==> config.mk <==
export PLATFORM = sky130hd
export DESIGN_NAME = magnetometer_minmax_calibrate_normalize
export DESIGN_NICKNAME = d
export VERILOG_FILES = /design/src/design/mmcn_pkg.sv /design/src/design/magnetometer_minmax_calibrate_normalize.sv
export SDC_FILE = /design/constraint.sdc
export NUM_CORES = 1
export LEC_CHECK = 0
export BUFFER_PORTS_ARGS = -buffer_cell sky130_fd_sc_hd__buf_4
export CORE_MARGIN = 2
export CORE_UTILIZATION = 55
export CTS_CLUSTER_DIAMETER = 120
export DETAILED_ROUTE_END_ITERATION = 8
export GPL_TIMING_DRIVEN = 0
export MAX_ROUTING_LAYER = met4
export PLACE_DENSITY = 0.8
export SKIP_LAST_GASP = 1
export SYNTH_ARGS = -nofsm -noshare
export SYNTH_HDL_FRONTEND = slang
export SYNTH_SLANG_ARGS = --single-unit
==> constraint.sdc <==
create_clock -name i_clk -period 15.8 [get_ports i_clk]
set_input_delay 1.58 -clock i_clk [delete_from_list [all_inputs] [get_ports i_clk]]
set_output_delay 1.58 -clock i_clk [all_outputs]
set_load 0.02 [all_outputs]
==> src/design/mmcn_pkg.sv <==
package mmcn_pkg;

    // Fixed field widths
    localparam int SAMPLE_BITS  = 16;
    localparam int OUT_BITS     = 16;
    localparam int ELAPSED_BITS = 16;
    localparam int CAL_BITS     = 31;
    localparam int COUNT_BITS   = 32;

    // Calibration countdown start value after reset
    localparam logic [CAL_BITS-1:0] CAL_TIME_RESET = 31'd30000;

    // Operation codes
    localparam logic OP_CALIBRATE = 1'b0;
    localparam logic OP_FILTER    = 1'b1;

    typedef struct packed {
        logic                          operation;
        logic signed [SAMPLE_BITS-1:0] sample_x;
        logic signed [SAMPLE_BITS-1:0] sample_y;
        logic signed [SAMPLE_BITS-1:0] sample_z;
        logic        [ELAPSED_BITS-1:0] elapsed;
    } t_in_item;

    typedef struct packed {
        logic signed [OUT_BITS-1:0] out_x;
        logic signed [OUT_BITS-1:0] out_y;
        logic signed [OUT_BITS-1:0] out_z;
        logic                       still_calibrating;
        logic                       in_progress;
        logic                       done_res;
    } t_out_item;

endpackage

==> src/design/magnetometer_minmax_calibrate_normalize.sv <==
// A filter item runs the one restoring divider for each of the three axes in turn, skipping the
// division for an axis with zero span; a calibrate item needs no division. Output stalls hold
// the block in its emit state. The block takes one item at a time: no new item is accepted
// until the result of the last one is in the output register.
// Reset (synchronous, active low) sets min to the most positive sample, max to the most
// negative sample, calibration_time and countdown to 30000, and empties the output register.
module magnetometer_minmax_calibrate_normalize #(
    parameter int FRAC_BITS = 14
) (
    input  logic                              i_clk,
    input  logic                              i_rst_n,
    input  logic                              i_in_valid,
    output logic                              o_in_ready,
    input  mmcn_pkg::t_in_item                i_in_item,
    output logic                              o_out_valid,
    input  logic                              i_out_ready,
    output mmcn_pkg::t_out_item               o_out_item,
    input  logic                              i_cfg_valid,
    output logic                              o_cfg_ready,
    input  logic [mmcn_pkg::CAL_BITS-1:0]     i_cfg_data
);

    localparam int SB       = mmcn_pkg::SAMPLE_BITS;
    localparam int OB       = mmcn_pkg::OUT_BITS;
    localparam int CB       = mmcn_pkg::COUNT_BITS;
    localparam int QB       = SB + FRAC_BITS + 2;
    localparam int VB       = QB + 2;
    localparam int CNT_BITS = $clog2(QB);

    localparam logic signed [VB-1:0] V_ONE    = VB'(1) << FRAC_BITS;
    localparam logic signed [VB-1:0] V_BIG    = VB'(1) << QB;
    localparam logic signed [VB-1:0] V_OUT_HI = VB'((2**(OB-1)) - 1);
    localparam logic signed [VB-1:0] V_OUT_LO = ~V_OUT_HI;

    localparam logic signed [SB-1:0] SAMPLE_HI = {1'b0, {(SB-1){1'b1}}};
    localparam logic signed [SB-1:0] SAMPLE_LO = {1'b1, {(SB-1){1'b0}}};

    localparam logic [1:0] AXIS_X = 2'd0;
    localparam logic [1:0] AXIS_Y = 2'd1;
    localparam logic [1:0] AXIS_Z = 2'd2;

    localparam logic [2:0] S_IDLE = 3'd0;
    localparam logic [2:0] S_CAL  = 3'd1;
    localparam logic [2:0] S_LOAD = 3'd2;
    localparam logic [2:0] S_DIV  = 3'd3;
    localparam logic [2:0] S_POST = 3'd4;
    localparam logic [2:0] S_EMIT = 3'd5;

    logic [2:0]                       r_state;
    mmcn_pkg::t_in_item               r_item;
    logic signed [SB-1:0]             r_min [3];
    logic signed [SB-1:0]             r_max [3];
    logic [mmcn_pkg::CAL_BITS-1:0]    r_cal_time;
    logic signed [CB-1:0]             r_countdown;
    logic [1:0]                       r_axis;
    logic [CNT_BITS-1:0]              r_cnt;
    logic [QB-1:0]                    r_work;
    logic [SB-1:0]                    r_rem;
    logic [SB-1:0]                    r_den;
    logic                             r_neg;
    logic                             r_zero_span;
    logic                             r_zero_diff;
    logic signed [OB-1:0]             r_res [3];
    logic                             r_out_valid;
    mmcn_pkg::t_out_item              r_out_item;

    logic signed [SB-1:0]             w_s;
    logic signed [SB:0]               w_diff;
    logic signed [SB:0]               w_span;
    logic [SB:0]                      w_n;
    logic [SB:0]                      w_d;
    logic [SB:0]                      w_trial;
    logic [SB+1:0]                    w_sub;
    logic                             w_ge;
    logic [QB:0]                      w_round;
    logic signed [VB-1:0]             w_mag;
    logic signed [VB-1:0]             w_val;
    logic signed [VB-1:0]             w_axis_val;
    logic signed [OB-1:0]             w_sat;
    logic signed [CB:0]               w_cd_next;
    logic                             w_still;
    logic                             w_in_prog;
    logic                             w_out_free;

    assign o_in_ready  = (r_state == S_IDLE);
    assign o_cfg_ready = (r_state == S_IDLE);
    assign o_out_valid = r_out_valid;
    assign o_out_item  = r_out_item;
    assign w_out_free  = !r_out_valid || i_out_ready;

    // Select the operands of the current axis and form diff and span
    always_comb begin
        case (r_axis)
            AXIS_X:  w_s = r_item.sample_x;
            AXIS_Y:  w_s = r_item.sample_y;
            default: w_s = r_item.sample_z;
        endcase
        w_diff = {w_s[SB-1], w_s} - {r_min[r_axis][SB-1], r_min[r_axis]};
        w_span = {r_max[r_axis][SB-1], r_max[r_axis]} - {r_min[r_axis][SB-1], r_min[r_axis]};
        w_n    = w_diff[SB] ? -w_diff : w_diff;
        w_d    = w_span[SB] ? -w_span : w_span;
    end

    // One restoring division step: shift in a dividend bit, subtract if it fits
    always_comb begin
        w_trial = {r_rem, r_work[QB-1]};
        w_sub   = {1'b0, w_trial} - {2'b00, r_den};
        w_ge    = !w_sub[SB+1];
    end

    // Round the quotient, apply sign and offset, negate x, saturate
    always_comb begin
        w_round = {1'b0, r_work} + (QB+1)'(1);
        w_mag   = VB'(w_round[QB:1]);
        if (r_zero_span) begin
            if (r_zero_diff) begin
                w_val = -V_ONE;
            end else if (r_neg) begin
                w_val = -V_BIG;
            end else begin
                w_val = V_BIG;
            end
        end else begin
            w_val = (r_neg ? -w_mag : w_mag) - V_ONE;
        end
        w_axis_val = (r_axis == AXIS_X) ? -w_val : w_val;
        if (w_axis_val > V_OUT_HI) begin
            w_sat = V_OUT_HI[OB-1:0];
        end else if (w_axis_val < V_OUT_LO) begin
            w_sat = V_OUT_LO[OB-1:0];
        end else begin
            w_sat = w_axis_val[OB-1:0];
        end
    end

    // Countdown after a calibrate item, and status flags of the stored countdown
    always_comb begin
        w_cd_next = {r_countdown[CB-1], r_countdown} - (CB+1)'(r_item.elapsed);
        w_still   = !r_countdown[CB-1] && (r_countdown != '0);
        w_in_prog = w_still && (r_countdown[CB-2:0] < r_cal_time);
    end

    // Sequencer
    always_ff @(posedge i_clk) begin
        if (!i_rst_n) begin
            r_state     <= S_IDLE;
            r_out_valid <= 1'b0;
            r_cal_time  <= mmcn_pkg::CAL_TIME_RESET;
            r_countdown <= CB'(mmcn_pkg::CAL_TIME_RESET);
            r_axis      <= AXIS_X;
            r_cnt       <= '0;
            for (int i = 0; i < 3; i++) begin
                r_min[i] <= SAMPLE_HI;
                r_max[i] <= SAMPLE_LO;
            end
        end else begin
            // Drop a delivered item; the emit state refills the register itself
            if (r_out_valid && i_out_ready && (r_state != S_EMIT)) begin
                r_out_valid <= 1'b0;
            end
            unique case (r_state)
                S_IDLE: begin
                    if (i_cfg_valid) begin
                        r_cal_time  <= i_cfg_data;
                        r_countdown <= {1'b0, i_cfg_data};
                    end
                    if (i_in_valid) begin
                        r_item <= i_in_item;
                        r_axis <= AXIS_X;
                        r_state <= (i_in_item.operation == mmcn_pkg::OP_CALIBRATE)
                                   ? S_CAL : S_LOAD;
                    end
                end
                S_CAL: begin
                    // Widen min and max, advance the countdown with saturation
                    if (r_item.sample_x < r_min[0]) r_min[0] <= r_item.sample_x;
                    if (r_item.sample_y < r_min[1]) r_min[1] <= r_item.sample_y;
                    if (r_item.sample_z < r_min[2]) r_min[2] <= r_item.sample_z;
                    if (r_item.sample_x > r_max[0]) r_max[0] <= r_item.sample_x;
                    if (r_item.sample_y > r_max[1]) r_max[1] <= r_item.sample_y;
                    if (r_item.sample_z > r_max[2]) r_max[2] <= r_item.sample_z;
                    if (w_cd_next[CB] != w_cd_next[CB-1]) begin
                        r_countdown <= {1'b1, {(CB-1){1'b0}}};
                    end else begin
                        r_countdown <= w_cd_next[CB-1:0];
                    end
                    for (int i = 0; i < 3; i++) begin
                        r_res[i] <= '0;
                    end
                    r_state <= S_EMIT;
                end
                S_LOAD: begin
                    r_zero_span <= (w_span == '0);
                    r_zero_diff <= (w_diff == '0);
                    r_rem       <= '0;
                    r_den       <= w_d[SB-1:0];
                    r_work      <= {w_n[SB-1:0], {(FRAC_BITS+2){1'b0}}};
                    r_cnt       <= CNT_BITS'(QB - 1);
                    if (w_span == '0) begin
                        r_neg   <= w_diff[SB];
                        r_state <= S_POST;
                    end else begin
                        r_neg   <= w_diff[SB] ^ w_span[SB];
                        r_state <= S_DIV;
                    end
                end
                S_DIV: begin
                    r_rem  <= w_ge ? w_sub[SB-1:0] : w_trial[SB-1:0];
                    r_work <= {r_work[QB-2:0], w_ge};
                    if (r_cnt == '0) begin
                        r_state <= S_POST;
                    end else begin
                        r_cnt <= r_cnt - 1'b1;
                    end
                end
                S_POST: begin
                    r_res[r_axis] <= w_sat;
                    if (r_axis == AXIS_Z) begin
                        r_state <= S_EMIT;
                    end else begin
                        r_axis  <= r_axis + 1'b1;
                        r_state <= S_LOAD;
                    end
                end
                S_EMIT: begin
                    // Hold until the output register is free
                    if (w_out_free) begin
                        r_out_valid                  <= 1'b1;
                        r_out_item.out_x             <= r_res[2];
                        r_out_item.out_y             <= r_res[0];
                        r_out_item.out_z             <= r_res[1];
                        r_out_item.still_calibrating <= w_still;
                        r_out_item.in_progress       <= w_in_prog;
                        r_out_item.done_res          <= !w_still;
                        r_state                      <= S_IDLE;
                    end
                end
                default: begin
                    r_state <= S_IDLE;
                end
            endcase
        end
    end

endmodule

# Word level (Yosys, flattened, before mapping)
# Memory sizes are Yosys's and may differ from the RTL's. A register that Yosys moved wholly into a read port is not among the register bits.
# Cells that the tools add are included.
# totals
memories,3
elab_cells,169
out_inout_bits,54
in_bits,101
regBits,208
ram_bits,144
# classes
n_reduce_logical,28
addsub,12
magnitude_cmp,9
bitwise,7
muxes,76
n_eq_ne,15
# memory_table
memory,depth,width,read_ports,rd_ports_with_merged_regs,write_ports,line_no,source
r_max,3,16,4,1,3,magnetometer_minmax_calibrate_normalize.sv:52,logic signed [SB-1:0] r_max [3];
r_min,3,16,4,1,3,magnetometer_minmax_calibrate_normalize.sv:51,logic signed [SB-1:0] r_min [3];
r_res,3,16,3,3,3,magnetometer_minmax_calibrate_normalize.sv:63,logic signed [OB-1:0] r_res [3];
# op_table
cell,count
two-way mux 16 bit,12
two-way mux 34 bit,5
one-hot mux 32 bit (2 select lines),2
two-way mux 32 bit,2
one-hot mux 16 bit (2 select lines),2
> comparator 16 bit,3
less-than comparator 16 bit,3
two-way mux 1 bit,36
> comparator 34 x 16 -> 1 bit (second input constant),1
logical NOT 17 bit,2
less-than comparator 34 x 16 -> 1 bit (second input constant),1
negator 32 -> 34 bit,1
negator 34 bit,1
subtractor 16 x 16 -> 17 bit,2
subtractor 34 x 16 -> 34 bit (second input constant),1
adder 32 x 1 -> 33 bit (second input constant),1
subtractor 32 x 17 -> 33 bit,1
negator 16 bit,2
nonzero test 32 bit,1
less-than comparator 31 bit,1
one-hot mux 3 bit (6 select lines),1
subtractor 17 x 16 -> 18 bit,1
two-way mux 2 bit,8
OR reduction 16 bit,1
25 further kinds,56

# Longest topological paths before layout
# Gate-level depths: netlist of the first run.
# depth
ltp_word,11
depth_mapped,28
depth_no_buf,24

# Worst setup path after synthesis of the first run
# No wires, ideal clock.
# synth_path
path_type,register -> register
start,reg r_work[0]
end,mem r_res[0][11] (netlist bit) (data pin)
period_less_slack_ps,6565
arrival_time_ps,6285
path_stages_with_launch,27
slack_ps,9235
n_path_buf,2
setup_time_ps,280
t_required_ps,15520
path_cell_list,edfxtp_1 ha_1 buf_2 xnor2_1 ha_1 nand2_1 mux2_2 nor3_2 and3_1 a21oi_1 xnor2_1 ha_1 clkbuf_1 nand2_1 a21oi_1 a32oi_1 o311ai_1 o211a_2 mux2i_1 o31ai_1 or4b_1 or4_4 o41ai_4 xor2_2 o21a_1 a2111oi_0 nor2_1
# synth_rtl
element,line_no,source
from (decl),magnetometer_minmax_calibrate_normalize.sv:57,logic [QB-1:0] r_work;
from (signal assigned),magnetometer_minmax_calibrate_normalize.sv:197,"r_work <= {w_n[SB-1:0], {(FRAC_BITS+2){1'b0}}};"
from (signal assigned),magnetometer_minmax_calibrate_normalize.sv:209,"r_work <= {r_work[QB-2:0], w_ge};"
to (decl),magnetometer_minmax_calibrate_normalize.sv:63,

==> results by group, run 1 <==
Die
  • Rows: 80
  • IO Pins: 155
  • DIE WIDTH: 224 um
  • DIE AREA: 50400 um2
  • Initial Util: 55.8%
  • Core footprint: 47800 um2
  • Die height: 224 um

Critical path
  • R2r startpoint: r_work[0]$_SDFFCE_PN0P_
  • CP arrival: 8.46 ns
  • RR Endpoint: r_res[1][11]$_SDFFCE_PN0P_
  • Worst Setup Start Kind: register
  • WP data required: 16.08 ns
  • Crit-path max FO: 10
  • Worst reg2reg setup slack: 7.62 ns
  • Worst Setup End Kind: register
  • Setup CP Type: reg2reg
  • R2R cell count: 26

Clocking
  • Max H-tree Level: 2
  • Clock sinks: 402
  • Total CTS buffers: 43
  • Cts hold-fix bufs: 0
  • # Post-CTS Setup Buffers: 0
  • TritonCTS clock tree: done
  • Post-cts gate resize count: 0
  • Worst-path clk slew: 0.06 ns
  • CTS root buffer: clkbuf_16
  • Worst skew pair latency: 0.60 ns
  • Clock Tree Buf Depth: 3

Timing
  • Final number of setup-violating endpoints: 0
  • Worst-Margin Slew: 1.29 ns
  • Total Neg Setup Slack: 0 ns
  • Max Clk Rate: 122 MHz
  • Endpoints failing hold: 0
  • Final worst-path cycle share: 51.8%
  • Final Critical Period: 8.18 ns
  • Worst hold slack: 0.417 ns
  • Worst Clk Skew: 0.0234 ns
  • RSZ-0062 raised after global routing: false
  • Slew margin rel.: 13.1%
  • Slew Limit Fails: 0

Global routing
  • Total global routing overflow: 0
  • First-pass GRT wire length: 114000 um
  • Total track usage: 28.9%
  • Initial antenna violation count: 1
  • Vias in the first global route: 21800
  • Largest net degree at the start of global routing: 46

Synthesis
  • Post-synthesis sequential area ratio: 42.3%
  • Yosys top cell by area: edfxtp_1
  • Post-synth top cells: 326 x edfxtp_1, 289 x nor2_1, 265 x nand2_1
  • Syn avg cell area: 9.38 um2
  • Synth async-reset ratio: 0%
  • Synth Cell Area: 26700 um2
  • Post-synthesis cell count: 2849
  • Post-synthesis cell type count: 97
  • Post-synth EDFFs: 326
  • Largest cells by area after synthesis: edfxtp_1 37%, ha_1 9.3%, dfxtp_1 5.7%, nor2_1 4.1%, nand2_1 3.7%
  • Most frequent cell after synthesis: edfxtp_1
  • Post-Syn Nets: 3153
  • Synth top area share: 36.6%
  • #FFs+latches synth: 402
  • Ys Warns: 0
  • Prevailing post-synth register cell: edfxtp_1

Pwr
  • Net Sw Frac: 40.3%
  • Clk pwr share: 21.6%
  • Leakage: 12.3 nW
  • Max VDD drop: 0.105 mV
  • Seq pwr share: 33.5%
  • Comb pwr share: 45.0%
  • NetSw: 1.87 mW
  • P_int: 2.78 mW
  • Pwr Total: 4.65 mW
  • P per Cell Area: 154 nW/um2

Detailed routing
  • DR DRC count: 0
  • Vias: 22500
  • Routed wire per std cell: 19.3 um
  • Initial DRC Count: 2010
  • TritonRoute pass-1 iters: 7
  • DRT Wirelength: 71600 um
  • DRT antenna net count: 0
  • DR vias/cell: 6.07

Layout
  • Final Util: 63.1%
  • Final Net Count: 3359
  • Post-route insts no fill: 3706
  • Layout cells sized above 1: 10.4%
  • Area growth from synthesis to layout: 12.9%

Place
  • Hpwl dp: 55200 um
  • Routability cong.: 0.976
  • Placed Cells: 3625
  • Input/output buffers: 153

Outcome
  • Outcome: completed

Worst hold path
  • Worst Hold Endpoint: o_out_item[50]$_DFFE_PP_
  • Worst hold path type: reg2reg
  • Hold path cells: 0
  • Beginning of the worst hold path: r_res[2][15]$_SDFFCE_PN0P_

Job
  • Max-cap viol count: 0
==> cells in the final DEF, fill, tap and decap left out, types with 76 or more instances in the layout <==
master,synthesis,routed
edfxtp_1,326,326
nor2_1,289,289
nand2_1,265,265
inv_1,239,238
ha_1,199,199
buf_4,9,163
o21ai_0,163,162
a21oi_1,152,149
clkbuf_1,85,97
xnor2_1,97,97
dfxtp_1,76,76
==> cells by family (layout without fill, tap and decap cells) <==
group,after synthesis,count (layout),synth area share (%)
AOI/OAI and AO/OA,686,686,17.1
muxes,69,69,2.66
xor gates and xnor gates,144,144,4.75
DFF,402,402,42.3
and+or+nand+nor,976,976,18.1
adders and majority gates,203,203,9.62
buffers and inverters,369,610,5.40
other,0,1,0
==> per-stage QoR <==
step           setup slack [ns]  instance area (um2)
4_1_cts                    7.68                30200
5_1_grt                    6.97                30200
2_1_floorplan              9.24                26700
3_5_place_dp               7.72                28800
3_3_place_gp               7.90                28600
6_report                   7.62                30200
==> sequential cells by signal (all words and copies together), names as in the netlist, named ones only <==
register	flops
r_item	64
o_out_item	51
r_max	48
r_min	48
r_res	48
r_countdown	32
r_work	32
r_cal_time	31
r_den	16
r_rem	16
r_cnt	5
r_state	3
r_axis	2
o_out_valid	1
r_neg	1
r_zero_diff	1
r_zero_span	1
==> power by group through the flow <==
stage	clock, mW	combinational [mW]	sequential [mW]
floorplan	0	1.52	1.53
global placement	0	1.96	1.57
detailed placement	0	2.04	1.57
CTS	1.02	2.06	1.55
global route	1.06	2.31	1.58
finish	1.00	2.09	1.56
==> worst max-delay path, stage by stage (launching register included) <==
cell	delay, ns
edfxtp_1	0.41
ha_1	0.25
buf_2	0.21
xnor2_1	0.31
ha_1	0.33
nand2b_1	0.08
mux2_2	0.32
nor3_2	0.30
and3_1	0.30
a21oi_1	0.11
xnor2_1	0.18
ha_1	0.16
clkbuf_1	0.28
nand2_1	0.14
a21oi_1	0.20
a32oi_1	0.14
o311ai_1	0.11
o211a_2	0.34
mux2i_1	0.35
o31ai_1	0.20
or4b_1	0.61
or4_4	0.55
o41ai_4	0.44
xor2_2	0.23
o21a_1	0.20
a2111oi_0	0.99
nor2_1	0.13
==> metal layers <==
| metal | vias to the layer above | global-route usage, % | share of wire [%] | wire length, um |
|---|---|---|---|---|
| li1 | 10700 | - | - | - |
| met1 | 10800 | 36.3 | 42 | 29800 |
| met2 | 848 | 48.4 | 49 | 34800 |
| met3 | 146 | 3.40 | 6.2 | 4450 |
| met4 | 0 | 10.7 | 3.5 | 2520 |
| met5 | - | - | 0 | 0 |
==> final cells by class <==
class	instances	area [um2]
Fill cell	3871	17700
Multi-Input combinational cell	2078	14000
Sequential cell	402	11300
Timing Repair Buffer	161	1260
Clock buffer	57	1150
Inverter	241	905
Tap cell	615	769
Buffer	128	538
Clock inverter	23	251
Antenna cell	1	2.50
==> how the worst max path moves through the flow <==
stage	from	cells past startpoint	to
2_1_floorplan	r_work[0]$_SDFFCE_PN0P_	26	r_res[0][11]$_SDFFCE_PN0P_
3_3_place_gp	r_work[0]$_SDFFCE_PN0P_	26	r_res[0][11]$_SDFFCE_PN0P_
3_5_place_dp	r_work[0]$_SDFFCE_PN0P_	26	r_res[1][11]$_SDFFCE_PN0P_
4_1_cts	r_work[0]$_SDFFCE_PN0P_	26	r_res[1][11]$_SDFFCE_PN0P_
5_1_grt	r_axis[0]$_SDFFE_PN0P_	28	r_work[20]$_DFFE_PP_
6_report	r_work[0]$_SDFFCE_PN0P_	26	r_res[1][11]$_SDFFCE_PN0P_
(Power assumes the default switching activity.)
==> run 2, diff against run 1 <==
--- a/config.mk
+++ b/config.mk
@@ -12,7 +12,7 @@
 export DETAILED_ROUTE_END_ITERATION = 8
 export GPL_TIMING_DRIVEN = 0
 export MAX_ROUTING_LAYER = met4
-export PLACE_DENSITY = 0.8
+export PLACE_DENSITY = 0.83
 export SKIP_LAST_GASP = 1
 export SYNTH_ARGS = -nofsm -noshare
 export SYNTH_HDL_FRONTEND = slang
==> constraint.sdc (replaced) <==
create_clock -name i_clk -period 6.77 [get_ports i_clk]
set_input_delay 0.677 -clock i_clk [delete_from_list [all_inputs] [get_ports i_clk]]
set_output_delay 0.677 -clock i_clk [all_outputs]
set_load 0.02 [all_outputs]
==> results by group, run 2 (synthesis gave the netlist of run 1 again) <==
Layout
  • Final Util: 64.4% (+1.4 points)
  • Biggest register: r_item
  • Area growth from synthesis to layout: 15.4%
  • Final Net Count: 3381 (+0.65%)
  • Layout cells sized above 1: 12.9% (+2.6 points)
  • Number of flip-flops in the largest register: 64 (unchanged)
  • Commonest non-fill, non-tap cell in the layout: edfxtp_1
  • Finished Cell Area: 30800 um2 (+2.2%)
  • Most frequent cells in the layout: 326 x edfxtp_1, 287 x nor2_1, 263 x nand2_1
  • Post-route insts no fill: 3724 (+0.49%)

Critical path
  • Critical Path Start: r_neg$_DFFE_PP_
  • CP arrival: 7.09 ns (-1.37 ns)
  • Worst Setup End Kind: register
  • WP data required: 7.20 ns (-8.88 ns)
  • Worst Setup Start Kind: register
  • Crit-path max FO: 10 (unchanged)
  • Setup CP Type: reg2reg
  • R2r startpoint: r_neg$_DFFE_PP_

Die
  • DIE AREA: 50400 um2 (unchanged)
  • DIE WIDTH: 224 um (unchanged)
  • Die height: 224 um (unchanged)
  • Rows: 80 (unchanged)
  • Initial Util: 55.8% (unchanged)
  • Core footprint: 47800 um2 (unchanged)
  • IO Pins: 155 (unchanged)

Worst hold path
  • Worst hold path type: in2reg
  • Beginning of the worst hold path: i_in_item[60]

Detailed routing
  • Vias: 22700 (+0.85%)
  • Routed wire per std cell: 19.5 um (+1.0%)
  • DR vias/cell: 6.10 (+0.36%)
  • Initial DRC Count: 1898 (-5.6%)
  • DR DRC count: 0 (unchanged)
  • TritonRoute pass-1 iters: 6 (-1)
  • DRT Wirelength: 72700 um (+1.5%)
  • DRT antenna net count: 0 (unchanged)

Timing
  • Final worst-path cycle share: 98.3% (+47 points)
  • Worst-Margin Slew: 1.06 ns (-0.231 ns)
  • Max Clk Rate: 150 MHz (+23%)
  • Slew margin rel.: 28.7% (+16 points)
  • Final Critical Period: 6.66 ns (-1.53 ns)
  • Final number of setup-violating endpoints: 0 (unchanged)
  • Slew Limit Fails: 0 (unchanged)
  • Worst Clk Skew: 0.0257 ns (+0.00230 ns)
  • Endpoints failing hold: 0 (unchanged)

Place
  • Hpwl dp: 55900 um (+1.2%)
  • Routability cong.: 0.950 (-2.6%)
  • Placed Cells: 3626 (+0.028%)
  • Area of placed instances: 28800 um2 (about the same)
  • Input/output buffers: 153 (unchanged)

Pwr
  • NetSw: 4.47 mW (+140%)
  • Leakage: 12.6 nW (+2.1%)
  • Max VDD drop: 0.274 mV (+160%)
  • P_int: 6.57 mW (+140%)
  • Comb pwr share: 46.2% (+1.2 points)
  • Net Sw Frac: 40.5% (+0.18 points)
  • P per Cell Area: 358 nW/um2 (+130%)
  • Pwr Total: 11.0 mW (+140%)
  • Clk pwr share: 20.9% (-0.7 points)
  • Seq pwr share: 33.0% (-0.5 points)

Clocking
  • TritonCTS clock tree: done
  • CTS root buffer: clkbuf_16
  • Clock Tree Buf Depth: 3 (unchanged)
  • Total CTS buffers: 43 (unchanged)
  • Worst skew pair latency: 0.58 ns (-0.02 ns)
  • Worst-path clk slew: 0.06 ns (about the same)
  • Clock sinks: 402 (unchanged)
  • Max H-tree Level: 2 (unchanged)

Global routing
  • Initial antenna violation count: 2 (+1)
  • Met3 usage: 3.83% (+0.43 points)
  • Met2 GRT Util: 48.5% (+0.10 points)
  • Largest net degree at the start of global routing: 46 (unchanged)
  • Total global routing overflow: 0 (unchanged)
  • Total track usage: 29.0% (+0.072 points)
  • Met1 Usage GRT: 35.8% (-0.48 points)
  • Vias in the first global route: 21900 (+0.58%)
  • First-pass GRT wire length: 114000 um (about the same)
  • Gr busiest metal: met2

Outcome
  • Outcome: completed

Job
  • Max-cap viol count: 0 (unchanged)
## run 2: worst paths after layout
| kind | depth (start not counted) | to | slack (ns) |
|---|---|---|---|
| max | 25 | r_res[0][13]$_SDFFCE_PN0P_ | 0.11 |
| min | 1 | r_item[60]$_DFFE_PP_ | 0.27 |
| min reg2reg | 0 | o_out_item[45]$_DFFE_PP_ | 0.42 |
| max reg2reg | 25 | r_res[0][13]$_SDFFCE_PN0P_ | 0.11 |
## run 2: worst max-delay path, cell delays in order, from the launching register on
cell	delay [ns]
edfxtp_1	0.55
clkbuf_2	0.33
clkbuf_2	0.30
buf_1	0.39
clkbuf_2	0.42
o31ai_2	0.13
xor2_1	0.16
ha_2	0.23
nand2_2	0.11
a21oi_4	0.04
a32oi_2	0.25
o311ai_2	0.15
o211a_4	0.20
buf_4	0.14
buf_4	0.13
nand4_4	0.11
a31oi_4	0.13
or4b_4	0.55
or4_4	0.61
nor4_4	0.31
o211ai_1	0.16
o41ai_2	0.39
buf_4	0.20
nand2b_1	0.16
buf_4	0.23
nor2_1	0.12
## run 2: final cells by class
cell class / count / area, um2
Buffer: 125 / 578
Clock buffer: 50 / 1130
Clock inverter: 25 / 228
Inverter: 241 / 905
Antenna cell: 2 / 5.00
Tap cell: 615 / 769
Sequential cell: 402 / 11300
Multi-Input combinational cell: 2078 / 14400
Fill cell: 3772 / 17000
Timing Repair Buffer: 186 / 1460
## run 2: power groups by stage
| stage | Clock (mW) | Sequential [mW] | Combinational, mW |
|---|---|---|---|
| 2_1_floorplan | 0 | 3.56 | 3.54 |
| 3_3_place_gp | 0 | 3.66 | 4.59 |
| 3_5_place_dp | 0 | 3.67 | 4.79 |
| 4_1_cts | 2.33 | 3.62 | 4.92 |
| 5_1_grt | 2.42 | 3.68 | 5.62 |
| 6_report | 2.30 | 3.64 | 5.10 |
## run 2: metal layers
layer / share of wire [%] / wire length [um] / vias up
li1: - / - / 10800
met1: 41 / 30100 / 10800
met2: 48 / 35200 / 905
met3: 6.4 / 4630 / 183
met4: 4.0 / 2880 / 0
met5: 0 / 0 / -
## run 2: through the flow
stage          hold slack [ns]  setup TNS [ns]  setup WS [ns]
2_1_floorplan            0.400               0          0.205
3_3_place_gp             0.403          -47.88          -1.23
5_1_grt                  0.258          -0.292        -0.0476
4_1_cts                  0.250               0        0.00744
3_5_place_dp             0.405          -54.98          -1.38
6_report                 0.267               0          0.113
## run 2: repair_timing
action                                  CTS  global route
endpoints found under the setup margin   65            68
resized for setup                        49            65
hold buffers                              0             0
endpoints found under the hold margin     0             0
pin swaps                                 9            23
setup buffers                             8            16
